--- config.mk ---
export PLATFORM = sky130hd
export DESIGN_NAME = plf_proj
export DESIGN_NICKNAME = d
export VERILOG_FILES = /design/src/rtl/plf_pkg.sv /design/src/rtl/plf_proj.sv
export SDC_FILE = /design/constraint.sdc
export NUM_CORES = 2
export LEC_CHECK = 0
export ABC_AREA = 1
export BUFFER_PORTS_ARGS = -buffer_cell sky130_fd_sc_hd__buf_4
export CORE_MARGIN = 2
export CORE_UTILIZATION = 30
export DETAILED_ROUTE_END_ITERATION = 6
export GPL_ROUTABILITY_DRIVEN = 0
export SLEW_MARGIN = 30
export SYNTH_ARGS = -nofsm -noshare
export SYNTH_HDL_FRONTEND = slang
export SYNTH_SLANG_ARGS = --single-unit
export TNS_END_PERCENT = 30
--- constraint.sdc ---
create_clock -name clk -period 7.2 [get_ports clk]
set_input_delay 2.16 -clock clk [delete_from_list [all_inputs] [get_ports clk]]
set_output_delay 2.16 -clock clk [all_outputs]
set_load 0.01 [all_outputs]
--- src/rtl/plf_pkg.sv ---
// ============================================================================
// Point-line distance filter package
// Default widths, register map and width helpers shared by the filter.
// ============================================================================
`timescale 1ns / 1ps

package plf_pkg;

    // Default field widths
    localparam int COORD_BITS_DEF    = 16;
    localparam int DIR_FRAC_BITS_DEF = 14;
    localparam int INDEX_BITS_DEF    = 20;

    // Three spatial axes
    localparam int AXES = 3;

    // Cycles from an accepted point to its result strobe
    localparam int PIPE_LATENCY = 7;

    // Configuration register map
    localparam int CFG_ADDR_BITS = 3;

    typedef enum logic [CFG_ADDR_BITS-1:0] {
        REG_ANCHOR_X = 3'd0,
        REG_ANCHOR_Y = 3'd1,
        REG_ANCHOR_Z = 3'd2,
        REG_DIR_X    = 3'd3,
        REG_DIR_Y    = 3'd4,
        REG_DIR_Z    = 3'd5,
        REG_MAX_DIST = 3'd6
    } cfg_reg_t;

    // Width left after an arithmetic right shift (at least the sign bit)
    function automatic int shr_width(input int w, input int s);
        return (w > s) ? (w - s) : 1;
    endfunction

    function automatic int max_width(input int a, input int b);
        return (a > b) ? a : b;
    endfunction

endpackage

--- src/rtl/plf_proj.sv ---
// ============================================================================
// Point-line distance filter projection stages
// Stages 1-3: offset from anchor, direction products, projection t.
// ============================================================================
`timescale 1ns / 1ps

module plf_proj
    import plf_pkg::*;
#(
    parameter int COORD_BITS    = COORD_BITS_DEF,
    parameter int DIR_FRAC_BITS = DIR_FRAC_BITS_DEF,
    parameter int INDEX_BITS    = INDEX_BITS_DEF
)
(
    input  logic                                clk,
    input  logic                                rst_n,
    input  logic                                in_valid,
    input  logic signed [COORD_BITS-1:0]        point_x,
    input  logic signed [COORD_BITS-1:0]        point_y,
    input  logic signed [COORD_BITS-1:0]        point_z,
    input  logic [INDEX_BITS-1:0]               point_index,
    input  logic signed [COORD_BITS-1:0]        anchor_x,
    input  logic signed [COORD_BITS-1:0]        anchor_y,
    input  logic signed [COORD_BITS-1:0]        anchor_z,
    input  logic signed [COORD_BITS-1:0]        dir_x,
    input  logic signed [COORD_BITS-1:0]        dir_y,
    input  logic signed [COORD_BITS-1:0]        dir_z,
    output logic                                out_valid,
    output logic signed [shr_width(2*COORD_BITS+3, DIR_FRAC_BITS)-1:0] proj_t,
    output logic signed [COORD_BITS:0]          diff_x,
    output logic signed [COORD_BITS:0]          diff_y,
    output logic signed [COORD_BITS:0]          diff_z,
    output logic [INDEX_BITS-1:0]               out_index
);

    localparam int DIFF_W = COORD_BITS + 1;
    localparam int PROD_W = DIFF_W + COORD_BITS;
    localparam int DOT_W  = PROD_W + 2;
    localparam int T_W    = shr_width(DOT_W, DIR_FRAC_BITS);

    logic signed [COORD_BITS-1:0] pt  [AXES];
    logic signed [COORD_BITS-1:0] anc [AXES];
    logic signed [COORD_BITS-1:0] dir [AXES];

    logic signed [DIFF_W-1:0] diff_next [AXES];
    logic signed [PROD_W-1:0] prod_next [AXES];
    logic signed [DOT_W-1:0]  dot_next;
    logic signed [T_W-1:0]    t_next;

    logic                     s1_valid_reg, s2_valid_reg, s3_valid_reg;
    logic signed [DIFF_W-1:0] s1_diff_reg [AXES];
    logic signed [DIFF_W-1:0] s2_diff_reg [AXES];
    logic signed [DIFF_W-1:0] s3_diff_reg [AXES];
    logic signed [PROD_W-1:0] s2_prod_reg [AXES];
    logic signed [T_W-1:0]    s3_t_reg;
    logic [INDEX_BITS-1:0]    s1_index_reg, s2_index_reg, s3_index_reg;

    assign pt[0]  = point_x;
    assign pt[1]  = point_y;
    assign pt[2]  = point_z;
    assign anc[0] = anchor_x;
    assign anc[1] = anchor_y;
    assign anc[2] = anchor_z;
    assign dir[0] = dir_x;
    assign dir[1] = dir_y;
    assign dir[2] = dir_z;

    // Per-axis offset and direction product
    always_comb
    begin
        for (int i = 0; i < AXES; i++)
        begin
            diff_next[i] = DIFF_W'(pt[i]) - DIFF_W'(anc[i]);
            prod_next[i] = PROD_W'(s1_diff_reg[i]) * PROD_W'(dir[i]);
        end
    end

    // Dot product and floor shift back to coordinate format
    always_comb
    begin
        dot_next = DOT_W'(s2_prod_reg[0]) + DOT_W'(s2_prod_reg[1]) + DOT_W'(s2_prod_reg[2]);
        t_next   = T_W'(dot_next >>> DIR_FRAC_BITS);
    end

    // Stage valid bits
    always_ff @(posedge clk or negedge rst_n)
    begin
        if (!rst_n)
        begin
            s1_valid_reg <= 1'b0;
            s2_valid_reg <= 1'b0;
            s3_valid_reg <= 1'b0;
        end
        else
        begin
            s1_valid_reg <= in_valid;
            s2_valid_reg <= s1_valid_reg;
            s3_valid_reg <= s2_valid_reg;
        end
    end

    // Stage payload
    always_ff @(posedge clk)
    begin
        for (int i = 0; i < AXES; i++)
        begin
            s1_diff_reg[i] <= diff_next[i];
            s2_diff_reg[i] <= s1_diff_reg[i];
            s3_diff_reg[i] <= s2_diff_reg[i];
            s2_prod_reg[i] <= prod_next[i];
        end
        s1_index_reg <= point_index;
        s2_index_reg <= s1_index_reg;
        s3_index_reg <= s2_index_reg;
        s3_t_reg     <= t_next;
    end

    assign out_valid = s3_valid_reg;
    assign proj_t    = s3_t_reg;
    assign diff_x    = s3_diff_reg[0];
    assign diff_y    = s3_diff_reg[1];
    assign diff_z    = s3_diff_reg[2];
    assign out_index = s3_index_reg;

endmodule

==> out/qor.csv <==
metric;value;unit
outcome;completed;
grt_remaining_overflow;0;
drt-total-wl;115000;um
cts_root_buf;clkbuf_16;
netlist_instances;5540;
die_y;392;um
vias;34800;
grt_pass1_wl;190000;um
layout-drive-gt1-share;11.0;%
area.sequential;6740;um2
antenna_found_initial;3;
ctsResizeCount;0;
h-tree-depth;2;
hold_path_startpoint;s2_diff_reg[0][13]$_DFF_P_;
final_area;52400;um2
clk_latency;0.66;ns
yosysSeqAreaShare;15.0;%
multiInputGateArea;31700;um2
initialDrtViolationCount;1697;
synth_area_leader_cell;fa_1;
crit_slowest_cell;fa_2;
holdBufCountCts;0;
synthArstFlopShare;0.893;%
rows;142;
clk_pin_slew;0.06;ns
cts_buffer_depth;3;
placed_area;50900;um2
max_freq;145;MHz
cts_made_buffers;43;
synth_most_common_cell;inv_1;
grt_max_degree;18;
holdPathStages;0;
synth.distinct_cells;46;
required;7.71;ns
synth_flop_cell;dfxtp_1;
cts.sinks;336;
dp_hpwl;97800;um
hp-class;reg2reg;
finalCritPeriodShare;95.9;%
track_usage;15.5;%
slew_headroom;36.4;%
postRouteAntennaNets;0;
crit_top_cell;fa_1;
worst_pin_slew;0.952;ns
first_global_vias;37000;
timing.rr.start;s1_diff_reg[0][16]$_DFF_P_;
die_w;392;um
setup_viol;0;
synthTopCellsByArea;fa_1, dfxtp_1, inv_1;
cp.arrival;7.42;ns
dieArea;153000;um2
slew_violations;0;
fp.coreArea;150000;um2
rsz0062_at_grt;false;
cts_tree;yes;
dr.pass1.iters;5;
largest_reg_flops;99;
ios;260;
numPortBuffers;259;
syn_avg_cell_area;8.14;um2
final_nets;7272;
critPathMaxFanout;6;
syn_area;45100;um2
crit_path_start;dir_y[1];
stdcell_count;7963;
ys_ff_latch;336;
path_class;in2reg;
synth_top_area_share;38.3;%
fillers;15600;
synth_nets;6903;
via_per_inst;4.37;
postCtsSetupBuffers;0;
finalHoldViolCount;0;
fin_crit;6.90;ns
dp.cells;7880;
crit_chain;buf_4 -> nand2_1 -> inv_1 -> fa_1 -> buf_4 -> fa_2 -> fa_1 -> fa_1 -> fa_1 -> inv_1 -> fa_1 -> inv_1 -> ha_1 -> nand2_1 -> nor2_1 -> inv_1 -> buf_4 -> nor2_1 -> nand3b_1 -> nand2_1 -> xor2_1;
fin_skew;0.0548;ns
critPathCaptureType;flip-flop;
max_stage_delay;0.64;ns
areaGrowthSynthToFinish;16.3;%
startpoint_type;input port;
netlist_top_cells_count;inv_1, nand2_1, fa_1, dfxtp_1, ha_1;
synth_warnings;0;
wl_per_cell;14.4;um
rr_worst_depth;22;
start_util;30.1;%
drv_cap;0;
synth_edf_count;0;
drc;0;
## kinds of logic (layout without fill, tap and decap cells)
family	Yosys count	after routing	share of synthesized area [%]
AO/OA/AOI/OAI	339	339	4.37
XOR/XNOR	136	136	2.66
adder cells (fa/ha/maj)	1196	1196	47.6
buffers and inverters	1765	2169	14.7
flip-flops	336	336	15.0
other	0	3	0
AND/OR/NAND/NOR	1768	1768	15.8
## worst max-delay path: cells and delay by family
family | cells | cell delay, ns
buf+inv | 7 | 0.77
xor+xnor | 1 | 0.25
fa+ha+maj | 7 | 3.44
simple gates | 6 | 0.77
## per-stage QoR
step / hold slack, ns / setup TNS, ns / util, % / setup WS (ns)
after floorplan: 0.310 / -0.0137 / - / -0.0137
after global routing: 0.312 / 0 / 35.1 / 0.102
after detailed placement: 0.312 / -3.47 / 34.0 / -0.259
after CTS: 0.306 / 0 / 35.1 / 0.352
final: 0.310 / 0 / 35.1 / 0.296
after global placement: 0.310 / -2.62 / 34.0 / -0.258
## final timing paths
check	endpoint	slack, ns
max in group asynchronous	out_valid$_DFF_PN0_	5.82
hold / removal	s3_diff_reg[0][13]$_DFF_P_	0.31
hold reg to reg	s3_diff_reg[0][13]$_DFF_P_	0.31
min in group asynchronous	s1_valid_reg$_DFF_PN0_	1.29
setup reg to reg	s2_prod_reg[0][23]$_DFF_P_	1.15
setup / recovery	s2_prod_reg[0][57]$_DFF_P_	0.30
## cells in the final DEF, fill, tap and decap left out, types with 4 or more instances in the layout
cell,n
xor2_1,101
o21ai_0,63
clkinv_4,5
nor2_2,14
or2_2,15
nand3_1,112
a21oi_2,6
and3_1,4
nand4_1,30
o21ai_2,6
clkbuf_1,4
inv_1,1580
o21a_1,4
a21o_1,20
nor2_1,208
nor3_1,28
o31ai_1,4
buf_12,12
inv_6,5
xnor2_1,34
fa_1,861
nor3_2,5
dfxtp_1,333
bufinv_16,6
nand2_1,1320
inv_2,6
a211oi_1,4
a21boi_0,13
nand3b_1,9
clkbuf_16,43
o21bai_1,26
o21ai_1,18
nand2_2,11
ha_1,333
a31oi_1,12
buf_4,491
clkinvlp_4,6
a21oi_1,155
## metal layers
metal  vias to the layer above  share of wire (%)  global-route usage [%]
met1                     17200                 44                    20.4
met4                         2                3.3                    5.03
li1                      16700                  -                       -
met3                       158                5.4                    2.15
met2                       771                 47                    26.1
met5                         -              0.011                       0
## final cells by class
cell class	instances	share of cell area [%]
clock inverters	32	0.873
repair buffers	503	7.49
inverters	1586	11.4
well taps	2016	4.81
clock buffers	48	2.11
diodes	3	0.0143
flip-flops and latches	336	12.9
multi-input cells	3439	60.5
Power is not shown: default switching activity piles up to over one toggle a cycle in this logic, so the estimate is an artifact.
