===== src/rtl/plf_pkg.sv =====
// ============================================================================
// Point-line distance filter package
// Default widths, register map and width helpers shared by the filter.
// ============================================================================
`timescale 1ns / 1ps

package plf_pkg;

    // Default field widths
    localparam int COORD_BITS_DEF    = 16;
    localparam int DIR_FRAC_BITS_DEF = 14;
    localparam int INDEX_BITS_DEF    = 20;

    // Three spatial axes
    localparam int AXES = 3;

    // Cycles from an accepted point to its result strobe
    localparam int PIPE_LATENCY = 7;

    // Configuration register map
    localparam int CFG_ADDR_BITS = 3;

    typedef enum logic [CFG_ADDR_BITS-1:0] {
        REG_ANCHOR_X = 3'd0,
        REG_ANCHOR_Y = 3'd1,
        REG_ANCHOR_Z = 3'd2,
        REG_DIR_X    = 3'd3,
        REG_DIR_Y    = 3'd4,
        REG_DIR_Z    = 3'd5,
        REG_MAX_DIST = 3'd6
    } cfg_reg_t;

    // Width left after an arithmetic right shift (at least the sign bit)
    function automatic int shr_width(input int w, input int s);
        return (w > s) ? (w - s) : 1;
    endfunction

    function automatic int max_width(input int a, input int b);
        return (a > b) ? a : b;
    endfunction

endpackage


===== src/rtl/plf_cfg_regs.sv =====
// ============================================================================
// Point-line distance filter configuration registers
// Holds line anchor, direction and threshold; keeps the squared threshold.
// ============================================================================
`timescale 1ns / 1ps

module plf_cfg_regs
    import plf_pkg::*;
#(
    parameter int COORD_BITS    = COORD_BITS_DEF,
    parameter int DIR_FRAC_BITS = DIR_FRAC_BITS_DEF
)
(
    input  logic                           clk,
    input  logic                           rst_n,
    input  logic                           wr_en,
    input  logic [CFG_ADDR_BITS-1:0]       wr_addr,
    input  logic [COORD_BITS-1:0]          wr_data,
    output logic signed [COORD_BITS-1:0]   anchor_x,
    output logic signed [COORD_BITS-1:0]   anchor_y,
    output logic signed [COORD_BITS-1:0]   anchor_z,
    output logic signed [COORD_BITS-1:0]   dir_x,
    output logic signed [COORD_BITS-1:0]   dir_y,
    output logic signed [COORD_BITS-1:0]   dir_z,
    output logic [2*(COORD_BITS-1)-1:0]    lim_sq
);

    localparam int DIST_W = COORD_BITS - 1;
    localparam int LSQ_W  = 2 * DIST_W;

    // 1.0 in the direction format; vanishes if it does not fit the width
    localparam logic [COORD_BITS-1:0] DIR_ONE =
        {{(COORD_BITS-1){1'b0}}, 1'b1} << DIR_FRAC_BITS;

    logic [COORD_BITS-1:0] anchor_x_reg, anchor_y_reg, anchor_z_reg;
    logic [COORD_BITS-1:0] dir_x_reg, dir_y_reg, dir_z_reg;
    logic [DIST_W-1:0]     max_dist_reg;
    logic [LSQ_W-1:0]      lim_sq_reg;

    // Register writes; unknown index is ignored
    always_ff @(posedge clk or negedge rst_n)
    begin
        if (!rst_n)
        begin
            anchor_x_reg <= '0;
            anchor_y_reg <= '0;
            anchor_z_reg <= '0;
            dir_x_reg    <= DIR_ONE;
            dir_y_reg    <= '0;
            dir_z_reg    <= '0;
            max_dist_reg <= '0;
        end
        else if (wr_en)
        begin
            unique case (cfg_reg_t'(wr_addr))
                REG_ANCHOR_X: anchor_x_reg <= wr_data;
                REG_ANCHOR_Y: anchor_y_reg <= wr_data;
                REG_ANCHOR_Z: anchor_z_reg <= wr_data;
                REG_DIR_X:    dir_x_reg    <= wr_data;
                REG_DIR_Y:    dir_y_reg    <= wr_data;
                REG_DIR_Z:    dir_z_reg    <= wr_data;
                REG_MAX_DIST: max_dist_reg <= wr_data[DIST_W-1:0];
                default:      ;
            endcase
        end
    end

    // Squared threshold, registered from the threshold register
    always_ff @(posedge clk or negedge rst_n)
    begin
        if (!rst_n)
        begin
            lim_sq_reg <= '0;
        end
        else
        begin
            lim_sq_reg <= LSQ_W'(max_dist_reg) * LSQ_W'(max_dist_reg);
        end
    end

    assign anchor_x = anchor_x_reg;
    assign anchor_y = anchor_y_reg;
    assign anchor_z = anchor_z_reg;
    assign dir_x    = dir_x_reg;
    assign dir_y    = dir_y_reg;
    assign dir_z    = dir_z_reg;
    assign lim_sq   = lim_sq_reg;

endmodule


===== config.mk =====
export PLATFORM = sky130hd
export DESIGN_NAME = plf_cfg_regs
export DESIGN_NICKNAME = d
export VERILOG_FILES = /design/src/rtl/plf_pkg.sv /design/src/rtl/plf_cfg_regs.sv
export SDC_FILE = /design/constraint.sdc
export NUM_CORES = 1
export LEC_CHECK = 0
export BUFFER_PORTS_ARGS = -buffer_cell sky130_fd_sc_hd__buf_2
export CAP_MARGIN = 30
export CORE_AREA = 4 4 164 166
export DETAILED_ROUTE_END_ITERATION = 12
export DIE_AREA = 0 0 168 170
export GPL_TIMING_DRIVEN = 0
export PLACE_DENSITY_LB_ADDON = 0.15
export SYNTH_ARGS = -nofsm -noshare
export SYNTH_HDL_FRONTEND = slang
export SYNTH_SLANG_ARGS = --single-unit

===== constraint.sdc =====
create_clock -name clk -period 7.8 [get_ports clk]
set_input_delay 0.39 -clock clk [delete_from_list [all_inputs] [get_ports clk]]
set_output_delay 0.39 -clock clk [all_outputs]
set_load 0.005 [all_outputs]

==> out/metrics.yaml, run 1 <==
clock_network:
  tritoncts: "yes"
  cts_buffers: 17
  postCtsSetupBuffers: 0
  cts_resized: 0
  htree_levels: 4
  clk-insertion-delay-late_ns: 0.42
  clock-root-buffer: "clkbuf_16"
  cts.clk_slew.worst_paths_ns: 0.07
  cts_num_sinks: 140
  cts_buffer_depth: 2
routing:
  drt_pass1_iterations: 5
  drt-vias-per-instance: 4.94
  drc: 0
  drt_iter0_markers: 355
  totalWireLength_um: 25400
  vias: 7439
  avgRoutedWirePerCell_um: 16.9
  antenna_left: 0
sta:
  skew_ns: 0.0166
  rsz0062_at_grt: "false"
  setup_violations: 0
  finalSetupTns_ns: 0
  slew_headroom_pct: 50.2
  tightest_slew_ns: 0.746
  fin_crit_ns: 6.51
  fmax_mhz: 154
  finalHoldViolCount: 0
  finalCritPeriodShare_pct: 83.5
  drv_slew: 0
final_layout:
  drive_gt1_share_pct: 27.7
  nFillCells: 2324
  largest_register_ff_count: 29
  syn2layout_area_growth_pct: 15.5
  layout.nets: 1408
logic_synthesis:
  ys_types: 53
  synth_edf_count: 0
  syn-instance-count: 993
  yosys_warnings: 0
  ys_seq_area_share_pct: 31.0
  yosysMostFrequentCell: "inv_1"
  syn_area_per_cell_um2: 11.4
  syn_area_um2: 11300
  yosys.area.top_type_share_pct: 30.8
  yosysTopAreaCell: "dfrtp_1"
  async_reset_ff_share_pct: 100
  synth_common_cells: "inv_1 (196), dfrtp_1 (139), fa_1 (135)"
  synth.ff_latch_count: 140
  synth-main-ff-cell: "dfrtp_1"
  syn_nets: 1243
  ys_top_cells_by_area: "dfrtp_1 (31%), fa_1 (24%), mux2_2 (11%)"
hold_path:
  min_path_cells: 2
  hp-start: "wr_data[15]"
  hold_path_end: "dir_z[15]"
  min_path_type: "in -> reg"
critical_path:
  crit_top_cell: "fa_1"
  cpPeakStageDelay_ns: 0.57
  r2r_slack_ns: 1.29
  r2r_start: "max_dist_reg[5]"
  cp_slowest_cell: "fa_1"
  regToRegEndpoint: "lim_sq[26]"
  required_ns: 8.09
  reg2reg_depth: 19
  start_kind: "flop"
  arrival_ns: 6.81
  critPathCaptureType: "flop"
  path_buf_inv: 5
  critPathKind: "reg -> reg"
  crit_chain: "clkbuf_1 -> nand2_1 -> fa_1 -> inv_1 -> fa_1 -> fa_1 -> fa_1 -> fa_1 -> inv_1 -> fa_1 -> inv_1 -> ha_1 -> buf_2 -> a21oi_1 -> o211ai_1 -> a221oi_2 -> a31oi_4 -> a31oi_2 -> o311ai_2"
  path_max_fanout: 10
  path_delay_family: "adder cells"
global_route:
  grt_pass1_wl_um: 41600
  first_global_vias: 7873
  grt_start_max_net_pins: 86
  grt_use_total_pct: 18.4
  grt_overflow: 0
  antenna_found_initial: 0
placed_design:
  gp_congestion: 0.851
  io_buffers: 144
  hpwl_um: 20000
status:
  outcome: "completed"
floorplanning:
  num_rows: 59
  die-height_um: 170
  die_w_um: 168
  core-area_um2: 25600
  die_area_um2: 28600
  initial_core_util_pct: 44.1
  io-pin-count: 148
run:
  cap_viol_max_count: 0
[logic make-up (layout without fill, tap and decap cells)]
kind of cell	Yosys count	after routing	synth area share (%)
simple gates	167	167	7.38
fa+ha+maj	228	228	34.2
flops	140	140	31.0
mux	114	114	11.4
other cells	1	2	0.0332
buf+inv	230	408	7.85
compound gates	79	79	5.45
xor+xnor	34	34	2.64
[worst reg2reg max path: cells and delay by family (launching register included)]
family | cells | cell delay [ns]
compound gates | 6 | 1.39
fa+ha+maj | 7 | 3.34
flops | 1 | 0.53
simple gates | 1 | 0.25
buf+inv | 5 | 0.86
[metrics by stage]
step / setup slack [ns] / cell area (um^2) / utilization [%] / std cells / hold WS (ns)
floorplan: 2.21 / 11300 / - / 993 / 0.0944
global placement: 1.38 / 12400 / 48.5 / 1472 / 0.484
detailed placement: 1.31 / 12500 / 48.6 / 1473 / 0.401
CTS: 1.28 / 13000 / 50.9 / 1506 / 0.267
global route: 0.992 / 13000 / 50.9 / 1506 / 0.274
finish: 1.29 / 13000 / 50.9 / 1507 / 0.294
[what timing repair did]
| action | in CTS | in global routing |
|---|---|---|
| hold buffers | 1 | 0 |
| endpoints found under the setup margin | 0 | 0 |
| hold endpoints to repair | 55 | 0 |
[area by class of cell]
cell class              count  area, um^2  share of cell area, %
repair buffers            146         764                   5.86
flip-flops and latches    140        3500                   26.9
plain buffers              34         150                   1.15
inverters                 196         736                   5.64
multi-input cells         623        6900                   52.9
clock buffers              18         429                   3.29
clock inverters            14         131                   1.01
diodes                      1        2.50                 0.0192
well taps                 335         419                   3.22
[worst max path at each step]
stage,start,endpoint,slack [ns],cells past startpoint
floorplan,max_dist_reg[5],lim_sq[26],2.21,19
global placement,max_dist_reg[10],lim_sq[26],1.38,19
finish,max_dist_reg[5],lim_sq[26],1.29,19
CTS,max_dist_reg[5],lim_sq[26],1.28,19
detailed placement,max_dist_reg[5],lim_sq[26],1.31,19
global route,max_dist_reg[12],lim_sq[26],0.99,19
[layer usage]
layer,vias to the layer above,part of all wire [%],global-route usage [%]
li1,3482,-,-
met1,3775,42,24.4
met2,152,50,30.6
met3,30,4.6,3.81
met4,0,2.6,6.03
met5,-,0,0
[cell usage in the layout, fill, tap and decap left out, types with 4 or more instances in the layout]
cell type	netlist	routed
dfrtp_1	139	139
nor2b_1	6	6
clkbuf_16	0	17
nand4_1	5	5
a21oi_1	22	22
o21ai_0	12	12
ha_1	93	93
xor2_1	12	12
nand2b_1	4	4
nand2_1	83	83
a21o_1	11	11
inv_6	0	4
mux2_2	112	112
inv_1	196	196
clkinv_4	0	4
clkbuf_1	22	23
nor2_1	14	14
fa_1	135	135
buf_2	9	152
and2_1	37	37
xnor2_1	22	22
Power of run 1 is left out: the tool's default activity adds up to more than one toggle a clock period on the data nets, which glitch-free logic cannot reach.
==> run 2, diff against run 1 <==
==> constraint.sdc (replaced) <==
create_clock -name clk -period 5.5 [get_ports clk]
set_input_delay 0.275 -clock clk [delete_from_list [all_inputs] [get_ports clk]]
set_output_delay 0.275 -clock clk [all_outputs]
set_load 0.005 [all_outputs]
==> run 2 against run 1 <==
Against the previous run:
- the flow now finishes with violations (negative setup slack)
- worst hold slack got worse by 0.14 ns
- sequential share of layout area decreased by 2.0 points
- wire length up 6.2%
- final area up 8.6%
- non-clock buffer count up 66
- worst setup slack got worse by 1.4 ns
- sequential cell count unchanged
- maximum frequency increased by 16%
- die area unchanged
- final cell count up 4.3%
==> out/metrics.yaml, run 2 (synthesis results as in run 1) <==
clock_network:
  cts_buffer_depth: 2
  tritoncts: "yes"
  htree_levels: 4
  cts.clk_slew.worst_paths_ns: 0.07
  cts_buffers: 17
  cts_num_sinks: 140
  clock-root-buffer: "clkbuf_16"
  clk-insertion-delay-late_ns: 0.43
sta:
  setup_violations: 7
  drv_slew: 0
  finalCritPeriodShare_pct: 103
  rsz0062_at_grt: "true"
  skew_ns: 0.0140
  fin_ws_ns: -0.139
  fin_crit_ns: 5.64
  finalSetupTns_ns: -0.543
  slew_headroom_pct: 50.7
  fmax_mhz: 177
  finalHoldViolCount: 0
  tightest_slew_ns: 0.735
final_layout:
  largest_register_ff_count: 29
  layout.nets: 1474
  syn2layout_area_growth_pct: 25.4
  final_cell_mix: "inv_1 (179), buf_2 (149), fa_1 (134)"
  drive_gt1_share_pct: 39.0
  antenna_cells: 0
  layout_commonest_cell: "inv_1"
status:
  outcome: "finished with violations"
  violations: "negative setup slack"
global_route:
  grt_overflow: 0
  grt_use_met1_pct: 24.8
  use_met3_pct: 4.39
  antenna_found_initial: 0
  first_global_vias: 8049
  top_usage_layer: "met2"
  grt_use_total_pct: 19.1
  grt_util_met2_pct: 32.7
  grt_start_max_net_pins: 72
  grt_pass1_wl_um: 43000
critical_path:
  critPathKind: "reg -> reg"
  required_ns: 5.85
  critPathCaptureType: "flop"
  start_kind: "flop"
  crit_top_cell: "fa_1"
  arrival_ns: 5.98
  cp_slowest_cell: "fa_1"
  crit_chain: "clkbuf_16 -> and2_4 -> fa_1 -> inv_2 -> fa_1 -> inv_1 -> fa_1 -> fa_1 -> fa_1 -> fa_1 -> ha_1 -> buf_6 -> a21oi_4 -> o211ai_1 -> a221oi_2 -> buf_4 -> a31oi_4 -> buf_4 -> a21o_1 -> a21oi_2"
  path_max_fanout: 8
  cpPeakStageDelay_ns: 0.56
routing:
  drt_iter0_markers: 318
  drt_pass1_iterations: 5
  drc: 0
  antenna_left: 0
  totalWireLength_um: 27000
  avgRoutedWirePerCell_um: 17.2
  drt-vias-per-instance: 4.95
  vias: 7784
floorplanning:
  initial_core_util_pct: 44.1
  die_w_um: 168
  die-height_um: 170
  num_rows: 59
  io-pin-count: 148
  die_area_um2: 28600
  core-area_um2: 25600
placed_design:
  gp_congestion: 0.835
  hpwl_um: 20100
  io_buffers: 144
run:
  cap_viol_max_count: 0
hold_path:
  min_path_type: "in -> reg"
## run 2: final cells by class
cell class	instances	area, um^2
Multi-Input combinational cell	623	7250
Sequential cell	140	3520
Tap cell	335	419
Fill cell	2248	11500
Clock buffer	18	429
Timing Repair Buffer	213	1290
Buffer	33	332
Inverter	196	743
Clock inverter	14	163
## run 2: worst paths after layout
path                       cells past startpoint  slack [ns]       startpoint               to
setup / recovery                              20       -0.14  max_dist_reg[9]       lim_sq[28]
max in group asynchronous                      3        4.26            rst_n  max_dist_reg[2]
hold / removal                                 2        0.15      wr_data[15]        dir_x[15]
min in group asynchronous                      2        0.43            rst_n      anchor_y[7]
setup reg to reg                              20       -0.14  max_dist_reg[9]       lim_sq[28]
hold reg to reg                                1        0.50         dir_x[9]         dir_x[9]
## run 2: per-stage QoR
step / hold WS, ns / cells / util, % / setup slack, ns / instance area (um^2)
global route: 0.155 / 1572 / 55.3 / -0.321 / 14200
CTS: 0.142 / 1540 / 53.4 / -0.106 / 13700
detailed placement: 0.336 / 1473 / 48.8 / -0.793 / 12500
finish: 0.153 / 1572 / 55.3 / -0.139 / 14200
floorplan: -0.0206 / 993 / - / 0.00197 / 11300
global placement: 0.484 / 1472 / 48.7 / -0.768 / 12500
## run 2: repair_timing
item                       4_1_cts  5_1_grt
setup endpoints to repair       19       16
buffers inserted                33       33
gates resized for setup         91       69
hold buffers                     1        0
pin swaps                       29       34
hold endpoints to repair        69        0
cloned                           1        0
## run 2: per-layer routing
| metal | wire length [um] | share of wire (%) |
|---|---|---|
| met1 | 11200 | 42 |
| met2 | 14000 | 52 |
| met3 | 1320 | 4.9 |
| met4 | 439 | 1.6 |
| met5 | 0 | 0 |
## run 2: worst max-delay path, delay by kind of cell, from the launching register on
kind	cells	cell delay [ns]
buffers and inverters	6	0.75
adders and majority gates	7	3.27
AOI/OAI and AO/OA	6	0.94
DFF	1	0.45
and+or+nand+nor	1	0.14
Power of run 2 is left out for the same reason.
==> run 3, diff against run 2 <==
--- a/config.mk
+++ b/config.mk
@@ -11,7 +11,7 @@
 export DETAILED_ROUTE_END_ITERATION = 12
 export DIE_AREA = 0 0 168 170
 export GPL_TIMING_DRIVEN = 0
-export PLACE_DENSITY_LB_ADDON = 0.15
+export PLACE_DENSITY = 0.67
 export SYNTH_ARGS = -nofsm -noshare
 export SYNTH_HDL_FRONTEND = slang
 export SYNTH_SLANG_ARGS = --single-unit
==> run 3 against run 2 <==
Against the previous run:
- clock skew is 0.0052 ns lower
- first-iteration DRC count is 22% higher
- worst hold slack lost 0.0021 ns
- sequential cell count did not move
- global-route usage shrank 0.28 points
- via count is 1.6% higher
- the flow still finishes with violations (negative setup slack)
- die area unchanged
- maximum frequency up 1.4%
- register-to-register slack better by 0.08 ns
==> out/metrics.yaml, run 3 (synthesis results as in run 1) <==
sta:
  drv_slew: 0
  slew_headroom_pct: 49.0
  fmax_mhz: 180
  tightest_slew_ns: 0.762
  fin_crit_ns: 5.56
  skew_ns: 0.00879
  finalHoldViolCount: 0
  finalCritPeriodShare_pct: 101
  rsz0062_at_grt: "true"
  fin_ws_ns: -0.0598
  setup_violations: 5
global_route:
  use_met3_pct: 4.65
  grt_util_met2_pct: 32.8
  grt_use_total_pct: 18.8
  first_global_vias: 8309
  grt_pass1_wl_um: 42700
  grt_start_max_net_pins: 96
  grt_overflow: 0
  antenna_found_initial: 0
  grt_use_met1_pct: 22.9
  top_usage_layer: "met2"
placed_design:
  io_buffers: 144
  dp.cells: 1473
  placed_area_um2: 12500
  hpwl_um: 20000
  pre_cts_slack_ns: -0.694
  gp_congestion: 0.894
floorplanning:
  initial_core_util_pct: 44.1
  die_w_um: 168
  io-pin-count: 148
  num_rows: 59
  die-height_um: 170
  die_area_um2: 28600
  core-area_um2: 25600
clock_network:
  cts_num_sinks: 140
  cts_buffer_depth: 2
  cts_buffers: 17
  clock-root-buffer: "clkbuf_16"
  htree_levels: 4
  tritoncts: "yes"
  clk-insertion-delay-late_ns: 0.43
  cts.clk_slew.worst_paths_ns: 0.08
final_layout:
  layout.nets: 1462
  syn2layout_area_growth_pct: 25.2
  drive_gt1_share_pct: 39.9
  regArea_um2: 3520
  fin_area_um2: 14100
  fin_cells: 1560
  layout_commonest_cell: "inv_1"
  multi_input_area_um2: 7270
  antenna_cells: 0
  largest_register_ff_count: 29
  nFillCells: 2166
  final_cell_mix: "inv_1 (177), buf_2 (150), fa_1 (129)"
routing:
  drc: 0
  totalWireLength_um: 26700
  drt_pass1_iterations: 5
  drt-vias-per-instance: 5.07
  vias: 7908
  avgRoutedWirePerCell_um: 17.1
  drt_iter0_markers: 389
  antenna_left: 0
hold_path:
  min_path_type: "in -> reg"
status:
  violations: "negative setup slack"
  outcome: "finished with violations"
critical_path:
  start_kind: "flop"
  arrival_ns: 5.92
  critPathKind: "reg -> reg"
  critPathCaptureType: "flop"
  path_max_fanout: 10
  required_ns: 5.86
run:
  cap_viol_max_count: 0
[run 3: cell types whose count changed in the layout (fill, tap and decap cells not counted), sizes merged]
cell	previous run	this run
clkinv	5	8
clkinvlp	2	0
clkbuf	37	30
inv	201	203
buf	226	220
bufinv	2	0
[run 3: worst paths after layout]
kind                                   end  cells past startpoint              from  slack [ns]
setup / recovery                lim_sq[28]                     21  max_dist_reg[11]       -0.06
setup reg to reg                lim_sq[28]                     21  max_dist_reg[11]       -0.06
hold reg to reg                  dir_z[12]                      1         dir_z[12]        0.50
min in group asynchronous     anchor_y[15]                      2             rst_n        0.31
max in group asynchronous  max_dist_reg[7]                      3             rst_n        4.36
hold / removal                   dir_z[15]                      2       wr_data[15]        0.15
[run 3: metal layers]
layer / up-vias / wire length [um]
met2: 191 / 14200
met1: 4083 / 10400
met4: 0 / 603
met3: 46 / 1400
met5: - / 0
li1: 3588 / -
[run 3: stage by stage]
step | setup TNS, ns | hold slack [ns] | util, %
CTS | -0.0831 | 0.136 | 53.0
global route | -1.64 | 0.158 | 55.2
floorplan | 0 | -0.0206 | -
finish | -0.181 | 0.151 | 55.2
global placement | -6.56 | 0.483 | 48.7
detailed placement | -7.28 | 0.236 | 48.8
[run 3: worst max-delay path: stages (launching register included)]
cell and delay [ns]:
dfrtp_1 0.39, clkbuf_8 0.19, inv_6 0.10, nor2_2 0.05, fa_2 0.53, inv_2 0.06
fa_1 0.52, inv_2 0.05, fa_2 0.49, fa_2 0.58, fa_1 0.43, fa_1 0.45
ha_4 0.25, buf_6 0.13, a21oi_2 0.15, o211ai_1 0.13, a221oi_2 0.24, buf_4 0.17
a31oi_4 0.12, buf_4 0.17, a21o_1 0.15, a21oi_2 0.13
[run 3: final cells by class]
cell class / count / share of cell area (%)
Inverter: 196 / 5.37
Clock buffer: 17 / 3.01
Tap cell: 335 / 2.97
Clock inverter: 15 / 1.34
Multi-Input combinational cell: 623 / 51.4
Sequential cell: 140 / 24.9
Buffer: 31 / 2.19
Timing Repair Buffer: 203 / 8.77
[run 3: what timing repair did]
action,4_1_cts,5_1_grt
endpoints found under the hold margin,45,0
hold buffers,1,0
buffers inserted,23,34
resized for setup,89,91
pin swaps,20,41
setup endpoints to repair,18,15
Power of run 3 is left out for the same reason.
